**src/hw/rtl/sha_pkg.sv**
```systemverilog
// ----------------------------------------------------------------------------
// sha_pkg: shared types, constants and functions of the SHA-256 block hasher
// Holds the round constants, the initial hash value and the SHA-256 bit
// mixing functions used by the schedule window and the round datapath.
// ----------------------------------------------------------------------------
package sha_pkg;

    localparam int WORD_W   = 32;
    localparam int NUM_VARS = 8;
    localparam int WIN_DEPTH = 16;
    localparam int ROUND_W  = 6;

    typedef logic [WORD_W-1:0] word_t;
    typedef word_t [NUM_VARS-1:0] vars_t;

    // Control from the sequencer to the schedule window.
    typedef struct packed {
        logic load;   // shift in a message word
        logic step;   // shift in a freshly expanded schedule word
    } sched_ctrl_t;

    localparam vars_t INIT_VALUE = {
        32'h5be0cd19, 32'h1f83d9ab, 32'h9b05688c, 32'h510e527f,
        32'ha54ff53a, 32'h3c6ef372, 32'hbb67ae85, 32'h6a09e667
    };

    function automatic word_t rotr(input word_t v, input int n);
        return (v >> n) | (v << (WORD_W - n));
    endfunction

    function automatic word_t small_sig0(input word_t v);
        return rotr(v, 7) ^ rotr(v, 18) ^ (v >> 3);
    endfunction

    function automatic word_t small_sig1(input word_t v);
        return rotr(v, 17) ^ rotr(v, 19) ^ (v >> 10);
    endfunction

    function automatic word_t big_sig0(input word_t v);
        return rotr(v, 2) ^ rotr(v, 13) ^ rotr(v, 22);
    endfunction

    function automatic word_t big_sig1(input word_t v);
        return rotr(v, 6) ^ rotr(v, 11) ^ rotr(v, 25);
    endfunction

    function automatic word_t round_k(input logic [ROUND_W-1:0] r);
        word_t k;
        case (r)
            6'd0:  k = 32'h428a2f98;  6'd1:  k = 32'h71374491;
            6'd2:  k = 32'hb5c0fbcf;  6'd3:  k = 32'he9b5dba5;
            6'd4:  k = 32'h3956c25b;  6'd5:  k = 32'h59f111f1;
            6'd6:  k = 32'h923f82a4;  6'd7:  k = 32'hab1c5ed5;
            6'd8:  k = 32'hd807aa98;  6'd9:  k = 32'h12835b01;
            6'd10: k = 32'h243185be;  6'd11: k = 32'h550c7dc3;
            6'd12: k = 32'h72be5d74;  6'd13: k = 32'h80deb1fe;
            6'd14: k = 32'h9bdc06a7;  6'd15: k = 32'hc19bf174;
            6'd16: k = 32'he49b69c1;  6'd17: k = 32'hefbe4786;
            6'd18: k = 32'h0fc19dc6;  6'd19: k = 32'h240ca1cc;
            6'd20: k = 32'h2de92c6f;  6'd21: k = 32'h4a7484aa;
            6'd22: k = 32'h5cb0a9dc;  6'd23: k = 32'h76f988da;
            6'd24: k = 32'h983e5152;  6'd25: k = 32'ha831c66d;
            6'd26: k = 32'hb00327c8;  6'd27: k = 32'hbf597fc7;
            6'd28: k = 32'hc6e00bf3;  6'd29: k = 32'hd5a79147;
            6'd30: k = 32'h06ca6351;  6'd31: k = 32'h14292967;
            6'd32: k = 32'h27b70a85;  6'd33: k = 32'h2e1b2138;
            6'd34: k = 32'h4d2c6dfc;  6'd35: k = 32'h53380d13;
            6'd36: k = 32'h650a7354;  6'd37: k = 32'h766a0abb;
            6'd38: k = 32'h81c2c92e;  6'd39: k = 32'h92722c85;
            6'd40: k = 32'ha2bfe8a1;  6'd41: k = 32'ha81a664b;
            6'd42: k = 32'hc24b8b70;  6'd43: k = 32'hc76c51a3;
            6'd44: k = 32'hd192e819;  6'd45: k = 32'hd6990624;
            6'd46: k = 32'hf40e3585;  6'd47: k = 32'h106aa070;
            6'd48: k = 32'h19a4c116;  6'd49: k = 32'h1e376c08;
            6'd50: k = 32'h2748774c;  6'd51: k = 32'h34b0bcb5;
            6'd52: k = 32'h391c0cb3;  6'd53: k = 32'h4ed8aa4a;
            6'd54: k = 32'h5b9cca4f;  6'd55: k = 32'h682e6ff3;
            6'd56: k = 32'h748f82ee;  6'd57: k = 32'h78a5636f;
            6'd58: k = 32'h84c87814;  6'd59: k = 32'h8cc70208;
            6'd60: k = 32'h90befffa;  6'd61: k = 32'ha4506ceb;
            6'd62: k = 32'hbef9a3f7;  6'd63: k = 32'hc67178f2;
            default: k = 32'h428a2f98;
        endcase
        return k;
    endfunction

endpackage

```
**src/hw/rtl/sha_sched.sv**
```systemverilog
// ----------------------------------------------------------------------------
// sha_sched: sixteen-word message schedule window
// A shift line of sixteen words. Message words shift in during loading; during
// the rounds each cycle shifts in the next expanded schedule word.
// ----------------------------------------------------------------------------
module sha_sched
    import sha_pkg::*;
(
    input  logic        clk,
    input  sched_ctrl_t ctrl,
    input  word_t       msg_word,
    output word_t       w_cur
);

    word_t win_reg [WIN_DEPTH];
    word_t win_next;
    word_t expand;

    // Tap 0 holds the oldest word, which is the word used by the current round.
    assign expand = win_reg[0] + small_sig0(win_reg[1]) + win_reg[9]
                  + small_sig1(win_reg[14]);
    assign win_next = ctrl.load ? msg_word : expand;
    assign w_cur = win_reg[0];

    always_ff @(posedge clk)
    begin
        if (ctrl.load || ctrl.step)
        begin
            for (int i = 0; i < WIN_DEPTH - 1; i++)
            begin
                win_reg[i] <= win_reg[i+1];
            end
            win_reg[WIN_DEPTH-1] <= win_next;
        end
    end

endmodule

```
**src/hw/rtl/sha_round.sv**
```systemverilog
// ----------------------------------------------------------------------------
// sha_round: one SHA-256 compression round
// Combinational round function shared by all 64 rounds of a block.
// ----------------------------------------------------------------------------
module sha_round
    import sha_pkg::*;
(
    input  vars_t cur,
    input  word_t w,
    input  word_t k,
    output vars_t nxt
);

    word_t t1;
    word_t t2;
    word_t ch;
    word_t maj;

    // Word order: index 0 is a, index 7 is h.
    assign ch  = (cur[4] & cur[5]) ^ (~cur[4] & cur[6]);
    assign maj = (cur[0] & cur[1]) ^ (cur[0] & cur[2]) ^ (cur[1] & cur[2]);
    assign t1  = cur[7] + big_sig1(cur[4]) + ch + k + w;
    assign t2  = big_sig0(cur[0]) + maj;

    always_comb
    begin
        nxt[7] = cur[6];
        nxt[6] = cur[5];
        nxt[5] = cur[4];
        nxt[4] = cur[3] + t1;
        nxt[3] = cur[2];
        nxt[2] = cur[1];
        nxt[1] = cur[0];
        nxt[0] = t1 + t2;
    end

endmodule

```
**src/hw/rtl/sha256_block_hasher.sv**
```systemverilog
// ----------------------------------------------------------------------------
// sha256_block_hasher: iterative SHA-256 compression of a padded message
// Collects sixteen message words per block, runs the 64 rounds on a shared
// round unit one per cycle, folds the result into the chaining value and
// streams the eight digest words after the final block.
// ----------------------------------------------------------------------------
//
// Channel   Direction  Beat contents
// s_axis    in         tdata = msg_word[31:0]; tuser = {final_block, new_message}
// m_axis    out        tdata = digest_word[31:0]; tlast = last_word
//
// A message word is taken on each handshake while the block is loading. The
// sixteenth word of a block starts the compression: the 64 rounds on the
// single round unit, then an add step that adds the working variables into
// the chaining value; no word is taken meanwhile. After a final block the
// digest goes to an eight-word output buffer that drains one beat per cycle
// while the receiver is ready, even as the next block loads; a later final
// block waits in the add state until the buffer has drained. Reset loads the
// SHA-256 initial value into the chaining value and clears all control state.
// ----------------------------------------------------------------------------
module sha256_block_hasher
    import sha_pkg::*;
(
    input  logic        clk,
    input  logic        rst_n,
    input  logic        s_tvalid,
    output logic        s_tready,
    input  logic [31:0] s_tdata,    // [31:0] msg_word
    input  logic [1:0]  s_tuser,    // [0] new_message, [1] final_block
    output logic        m_tvalid,
    input  logic        m_tready,
    output logic [31:0] m_tdata,    // [31:0] digest_word
    output logic        m_tlast
);

    localparam logic [1:0] ST_LOAD  = 2'd0;
    localparam logic [1:0] ST_ROUND = 2'd1;
    localparam logic [1:0] ST_ADD   = 2'd2;

    logic [1:0]         state_reg, state_next;
    logic [3:0]         word_cnt_reg, word_cnt_next;
    logic [ROUND_W-1:0] round_cnt_reg, round_cnt_next;
    logic               final_reg, final_next;
    vars_t              chain_reg, chain_next;
    vars_t              work_reg, work_next;
    logic [3:0]         out_cnt_reg, out_cnt_next;
    word_t              obuf_reg [NUM_VARS];

    logic               in_beat;
    logic               out_beat;
    logic               new_message;
    logic               final_block;
    logic               obuf_load;
    sched_ctrl_t        sched_ctrl;
    word_t              w_cur;
    vars_t              round_out;
    vars_t              chain_sum;

    assign new_message = s_tuser[0];
    assign final_block = s_tuser[1];

    assign s_tready = (state_reg == ST_LOAD);
    assign in_beat  = s_tvalid && s_tready;
    assign m_tvalid = (out_cnt_reg != 4'd0);
    assign out_beat = m_tvalid && m_tready;
    assign m_tdata  = obuf_reg[0];
    assign m_tlast  = (out_cnt_reg == 4'd1);

    assign sched_ctrl.load = in_beat;
    assign sched_ctrl.step = (state_reg == ST_ROUND);

    sha_sched u_sched (
        .clk      (clk),
        .ctrl     (sched_ctrl),
        .msg_word (s_tdata),
        .w_cur    (w_cur)
    );

    sha_round u_round (
        .cur (work_reg),
        .w   (w_cur),
        .k   (round_k(round_cnt_reg)),
        .nxt (round_out)
    );

    always_comb
    begin
        for (int i = 0; i < NUM_VARS; i++)
        begin
            chain_sum[i] = chain_reg[i] + work_reg[i];
        end
    end

    always_comb
    begin
        state_next     = state_reg;
        word_cnt_next  = word_cnt_reg;
        round_cnt_next = round_cnt_reg;
        final_next     = final_reg;
        chain_next     = chain_reg;
        work_next      = work_reg;
        obuf_load      = 1'b0;
        out_cnt_next   = out_beat ? out_cnt_reg - 4'd1 : out_cnt_reg;

        case (state_reg)
            ST_LOAD:
            begin
                if (in_beat)
                begin
                    // A new message drops any partial block and restarts the chain.
                    if (new_message)
                    begin
                        chain_next    = INIT_VALUE;
                        word_cnt_next = 4'd1;
                    end
                    else
                    begin
                        word_cnt_next = word_cnt_reg + 4'd1;
                        if (word_cnt_reg == 4'd15)
                        begin
                            final_next     = final_block;
                            work_next      = chain_reg;
                            round_cnt_next = '0;
                            state_next     = ST_ROUND;
                        end
                    end
                end
            end
            ST_ROUND:
            begin
                work_next      = round_out;
                round_cnt_next = round_cnt_reg + 1'b1;
                if (round_cnt_reg == {ROUND_W{1'b1}})
                begin
                    state_next = ST_ADD;
                end
            end
            ST_ADD:
            begin
                if (!final_reg || (out_cnt_reg == 4'd0))
                begin
                    chain_next = chain_sum;
                    state_next = ST_LOAD;
                    if (final_reg)
                    begin
                        obuf_load    = 1'b1;
                        out_cnt_next = 4'(NUM_VARS);
                    end
                end
            end
            default:
            begin
                state_next = ST_LOAD;
            end
        endcase
    end

    always_ff @(posedge clk or negedge rst_n)
    begin
        if (!rst_n)
        begin
            state_reg     <= ST_LOAD;
            word_cnt_reg  <= '0;
            round_cnt_reg <= '0;
            final_reg     <= 1'b0;
            chain_reg     <= INIT_VALUE;
            work_reg      <= '0;
            out_cnt_reg   <= '0;
        end
        else
        begin
            state_reg     <= state_next;
            word_cnt_reg  <= word_cnt_next;
            round_cnt_reg <= round_cnt_next;
            final_reg     <= final_next;
            chain_reg     <= chain_next;
            work_reg      <= work_next;
            out_cnt_reg   <= out_cnt_next;
        end
    end

    // Output buffer: loaded with H0..H7, shifts toward tap 0 on each beat.
    always_ff @(posedge clk)
    begin
        if (obuf_load)
        begin
            for (int i = 0; i < NUM_VARS; i++)
            begin
                obuf_reg[i] <= chain_sum[i];
            end
        end
        else if (out_beat)
        begin
            for (int i = 0; i < NUM_VARS - 1; i++)
            begin
                obuf_reg[i] <= obuf_reg[i+1];
            end
            obuf_reg[NUM_VARS-1] <= obuf_reg[NUM_VARS-1];
        end
    end

endmodule

```
**config.mk**
```make
export PLATFORM = sky130hd
export DESIGN_NAME = sha256_block_hasher
export DESIGN_NICKNAME = d
export VERILOG_FILES = /design/src/hw/rtl/sha_pkg.sv /design/src/hw/rtl/sha_sched.sv /design/src/hw/rtl/sha_round.sv /design/src/hw/rtl/sha256_block_hasher.sv
export SDC_FILE = /design/constraint.sdc
export NUM_CORES = 2
export LEC_CHECK = 0
export ABC_AREA = 1
export BUFFER_PORTS_ARGS = -buffer_cell sky130_fd_sc_hd__buf_2
export CAP_MARGIN = 20
export CORE_UTILIZATION = 55
export DETAILED_ROUTE_END_ITERATION = 16
export PLACE_DENSITY = 0.71
export SLEW_MARGIN = 5
export SYNTH_ARGS = -nofsm -noshare
export SYNTH_HDL_FRONTEND = slang
export SYNTH_SLANG_ARGS = --single-unit
```
**constraint.sdc**
```tcl
create_clock -name clk -period 50.3 [get_ports clk]
set_input_delay 2.515 -clock clk [delete_from_list [all_inputs] [get_ports clk]]
set_output_delay 2.515 -clock clk [all_outputs]
set_load 0.05 [all_outputs]
```
# == Yosys cells after proc, flatten, opt, wreduce, memory -nomap -nowiden ==
# Memories as Yosys holds them, arrays and structs flattened.
# Cells that the tools add are included.
# op_classes
add_sub_neg,21
n_eq_ne,11
mux,42
bitwise_logic,36
reduce_logical,15
# ops
op,n
256-bit 2-to-1 mux,6
256-bit one-hot mux with 2 select lines,2
32-bit adder,18
32-bit 2-to-1 mux,9
32-bit XOR,9
32-bit bitwise AND,5
32-bit NOT,1
10-bit by 32-bit bitwise OR with 32-bit output,1
13-bit by 32-bit bitwise OR with 32-bit output,1
14-bit by 32-bit bitwise OR with 32-bit output,1
15-bit by 32-bit bitwise OR with 32-bit output,1
19-bit by 32-bit bitwise OR with 32-bit output,1
21-bit by 32-bit bitwise OR with 32-bit output,1
25-bit by 32-bit bitwise OR with 32-bit output,1
26-bit by 32-bit bitwise OR with 32-bit output,1
30-bit by 32-bit bitwise OR with 32-bit output,1
7-bit by 32-bit bitwise OR with 32-bit output,1
32-bit by 22-bit XOR with 32-bit output,1
32-bit by 29-bit XOR with 32-bit output,1
4-bit 2-to-1 mux,5
6-bit 2-to-1 mux,3
6-bit one-hot mux with 2 select lines,1
4-bit AND reduction,3
1-bit 2-to-1 mux,10
23 further kinds,41
# word_totals
register_bits,529
ram_bits,768
romBits,2048
in_bits,38
out_inout_bits,35
elab_cells,149
mem_count,3
# memory_table
memory,depth,width,read_ports,rd_ports_with_merged_regs,wr,line,rtl
(name not given),64,32,1,0,0,sha_pkg.sv:49,case (r)
u_sched.win_reg,16,32,16,0,16,sha_sched.sv:15,word_t win_reg [WIN_DEPTH];
obuf_reg,8,32,8,0,8,sha256_block_hasher.sv:47,word_t obuf_reg [NUM_VARS];

# == Logic depth before layout (Yosys ltp) ==
# logic_depth
depth_word,9
ltp_mapped,43
ltp_nobuf,42

# == By module ==
# Synthesis repeated with hierarchy kept, for this count alone.
# hier_totals
cells_unflattened,10586
hier_area_um2,85360.6
# modules_own_cells
mod,instances,cells_per_inst,area_per_inst_um2,seq_area_each_um2
sha256_block_hasher,1,7387,52158.8,21095.2
sha_sched,1,1394,20833.7,15374.7
sha_round,1,1805,12368.1,0.0

# == Worst setup path before layout ==
# OpenSTA, ideal clock, no wires.
# synth_path
path_kind,input to register
from,input port s_tvalid
to,memory u_sched.win_reg[0][0] in the netlist's numbering (enable)
setup_time_ns,1.406
arrival_time_ns,23.878
slack_ns,25.016
stages,2
path_cell_list,nor2_1 nor2_1
# synth_lines
item,line,rtl
"start, declared",sha256_block_hasher.sv:26,"input logic s_tvalid,"
"end, declared",sha_sched.sv:15,

# == Final worst setup path ==
# layout_path
from,register round_cnt_reg[0]
to,register work_reg[25] in the netlist's numbering
# layout_via
elab_chain_cells,5
# layout_rtl
item,line,rtl
"start, declared",sha256_block_hasher.sv:42,"logic [ROUND_W-1:0] round_cnt_reg, round_cnt_next;"
"start signal, assigned",sha256_block_hasher.sv:174,round_cnt_reg <= round_cnt_next;
memory read 64 x 32 bit,n/a,
32-bit adder (2 in a row),sha_round.sv:22,assign t1 = cur[7] + big_sig1(cur[4]) + ch + k + w;
32-bit adder,sha_round.sv:34,nxt[0] = t1 + t2;
256-bit one-hot mux with 2 select lines,sha256_block_hasher.sv:105,case (state_reg)
"end signal, assigned",sha256_block_hasher.sv:177,work_reg <= work_next;
"end, declared",sha256_block_hasher.sv:45,"vars_t work_reg, work_next;"
# Every way passes these cells.
# A chain may end at the register's enable or synchronous reset.

==> results.md <==
* Max reg flops at 512
* Post-CTS Setup Bufs at 0
* Routability congestion estimate from global placement at 1.11
* Critical path type: register to register
* Sequential share of the synthesized area at 46.0%
* Critical path's largest stage delay at 750 ps
* Worst hold path endpoint: u_sched.win_reg[2][1]
* Per-cell routed wire length at 28.1 um
* Total number of clock tree sinks at 1297
* Async SR Flop Fraction at 40.8%
* Cts bufs inserted at 141
* CTS tree: built
* F_max at 121 MHz
* Number of global-route vias before repair at 64300
* Final-report setup violation count at 0
* Status: finished clean
* Share of final-layout standard cells stronger than drive strength 1 at 7.13%
* Layout net count at 9346
* Routing layer with the top usage in global route: met2
* Cell Area, Synth at 79300 um2
* Synthesized Nets at 9404
* HPWL after detailed placement at 229 mm
* Post-synth top flop: edfxtp_1
* Post-Route Setup TNS at 0 ps
* Wire length of the first global-routing pass at 435 mm
* Max Slew Vio Count at 0
* Synth-to-Final Area Change at 8.27%
* Slack of the worst reg-to-reg path at 42040 ps
* Reported max-cap violation count at 0
* Beginning of the worst register-to-register path: round_cnt_reg[0]
* I/O pins at 73
* Filler Cell Count at 12400
* Number of hold violations in the final report at 0
* Kind of cell adding the most delay to the critical path: adder cells
* Start point of the worst min-delay path: u_sched.win_reg[3][1]
* Number of cells traversed by the worst hold path at 0
* Antenna-violating nets left at 0
* Period Utilization, post-route at 16.4%
* Largest net degree at the start of global routing at 233
* Row count at 138
* Clock latency reported for the late side of the worst-skew pair at 790 ps
* Warnings, synthesis at 0
* Cells resized by post-CTS repair at 0
* Leftover overflow at the end of global routing at 0
* Slew at the pin closest to its max-slew limit at 1250 ps
* First-iteration detailed-routing DRC count at 7762
* Post-synth EDFFs at 768
* Number of different library cells in the post-synthesis netlist at 73
* Max Buffers Root-to-Sink at 3
* Number of buffer cells added on primary ports at 72
* Crit path buf inv count at 4
* Startpoint type of the worst setup path: register
* GR Layer Usage met1 at 53.7%
* Total of flip-flops plus latches after synthesis at 1297
* Met3 Usage GRT at 8.60%
* Die Span Y at 382 um
* Die Width at 382 um
* Clock tree root driver cell: clkbuf_16
* Total global routing track utilization at 41.0%
* Met2 demand-to-capacity share in global routing at 61.9%
* Arrival @ worst endpoint at 8920 ps
* Critical path fanouts, max at 18
* Required time reported for the critical path endpoint at 50960 ps
* Crit path max-delay cell type: dfrtp_1
* Type of element capturing the critical path: register
* Setup repair after global routing missed its margin: no
* Finished Core Util at 60.4%
* Period minus WS final at 8260 ps
* Initial Util at 55.8%
* Worst slew margin at 16.9%
* Detailed-route wire length at 301 mm
* Count of H-tree levels built during CTS at 4
* Die Outline Area at 146000 um2
* Number of vias per cell after detailed routing at 6.22
* Number of hold buffers added after CTS at 0
* Final worst clock skew at 25.0 ps
* DR vias at 66700
* Core ar. at 142000 um2
* Reg clk slew, reported paths at 60 ps
* Antenna violations before repair at 11
* R2r worst-path depth at 30
* Number of iterations in the first detailed-routing pass at 7
* Syn avg cell area at 9.04 um2
* Capturing point of the worst reg2reg path: work_reg[25]
* DRC at 0
* Path type of the worst min-delay path: register to register
* Synthesized instance count at 8771
## logic make-up (layout without fill, tap and decap cells)
family,after synthesis,count (layout),share of synthesized area (%)
XOR/XNOR,471,471,5.21
adder cells (fa/ha/maj),603,603,11.4
AND/OR/NAND/NOR,2966,2966,15.5
buffers and inverters,1542,1602,7.64
AO/OA/AOI/OAI,1892,1892,14.3
flip-flops,1297,1297,46.0
other,0,1,0
## worst max path at each step
stage	startpoint	end	cells past startpoint
final	round_cnt_reg[0]	work_reg[25]	30
after global routing	round_cnt_reg[0]	work_reg[27]	31
after CTS	round_cnt_reg[0]	work_reg[25]	30
after detailed placement	round_cnt_reg[0]	work_reg[25]	30
after global placement	round_cnt_reg[0]	work_reg[25]	30
after floorplan	s_tvalid	u_sched.win_reg[0][0]	2
## layout make-up
cell class	count	area, um2	area share, %
Multi-Input combinational cell	5932	36800	42.9
Sequential cell	1297	36500	42.5
Inverter	1219	4600	5.36
Clock buffer	186	3870	4.51
Tap cell	1890	2360	2.75
Clock inverter	75	940	1.09
Timing Repair Buffer	122	796	0.927
Antenna cell	1	2.50	0.00291
## metrics by stage
step	hold WS (ps)	setup WS (ps)	instances	area, um2
floorplan	400	25020	8771	79300
global placement	400	42310	10500	81100
detailed placement	405	42290	10500	81100
CTS	412	42260	10700	85900
global route	419	41640	10700	85900
finish	411	42040	10700	85900
## worst register-to-register path, delay by kind of cell (launching register included)
family,cells,cell delay (ps)
buffers and inverters,4,730
flip-flops,1,750
AND/OR/NAND/NOR,11,1900
AO/OA/AOI/OAI,9,1920
XOR/XNOR,1,430
adder cells (fa/ha/maj),5,2410
## metal layers
metal	part of all wire, %	routed length [um]
met1	39	117000
met2	44	131000
met3	9.9	29900
met4	7.6	23000
met5	0.020	61
## Yosys cell counts, drive strengths merged, types with 8 or more instances
library cell     n  share of area (%)
nand4           45               0.35
edfxtp         768                 29
a21o            82               0.78
dfstp          136                4.5
o21a            20               0.19
a21boi          22               0.22
buf            167                1.1
dfrtp          393                 12
a221oi          57               0.63
nand2         1674                8.0
xnor2          215                2.4
nor4            21               0.19
o21bai          74               0.73
a22oi           12               0.11
xor2           256                2.8
nor2           655                3.1
fa             197                5.0
o22ai          295                2.3
a21oi          574                3.8
a211oi          11               0.10
nand3b          32               0.31
nor3            95               0.61
o221ai          28               0.31
ha             398                6.3
nand3          393                2.5
inv           1218                5.8
clkbuf         156               0.74
or2             43               0.34
o21ai          541                3.5
maj3             8               0.10
a31oi           82               0.65
o31ai           18               0.17
o211ai          34               0.32
## placed cells by master (no fill, tap or decap), drive strengths merged, types with 20 or more instances in the layout
master / synthesis / final
a21boi: 22 / 22
a21o: 82 / 82
a21oi: 574 / 574
a221oi: 57 / 57
a31oi: 82 / 82
buf: 167 / 122
clkbuf: 156 / 186
clkinv: 1 / 39
dfrtp: 393 / 393
dfstp: 136 / 136
edfxtp: 768 / 768
fa: 197 / 197
ha: 398 / 398
inv: 1218 / 1228
nand2: 1674 / 1674
nand3: 393 / 393
nand3b: 32 / 32
nand4: 45 / 45
nor2: 655 / 655
nor3: 95 / 95
nor4: 21 / 21
o211ai: 34 / 34
o21a: 20 / 20
o21ai: 541 / 541
o21bai: 74 / 74
o221ai: 28 / 28
o22ai: 295 / 295
or2: 43 / 43
xnor2: 215 / 215
xor2: 256 / 256
Power is not shown: default switching activity piles up to over one toggle a cycle in this logic, so the estimate is an artifact.
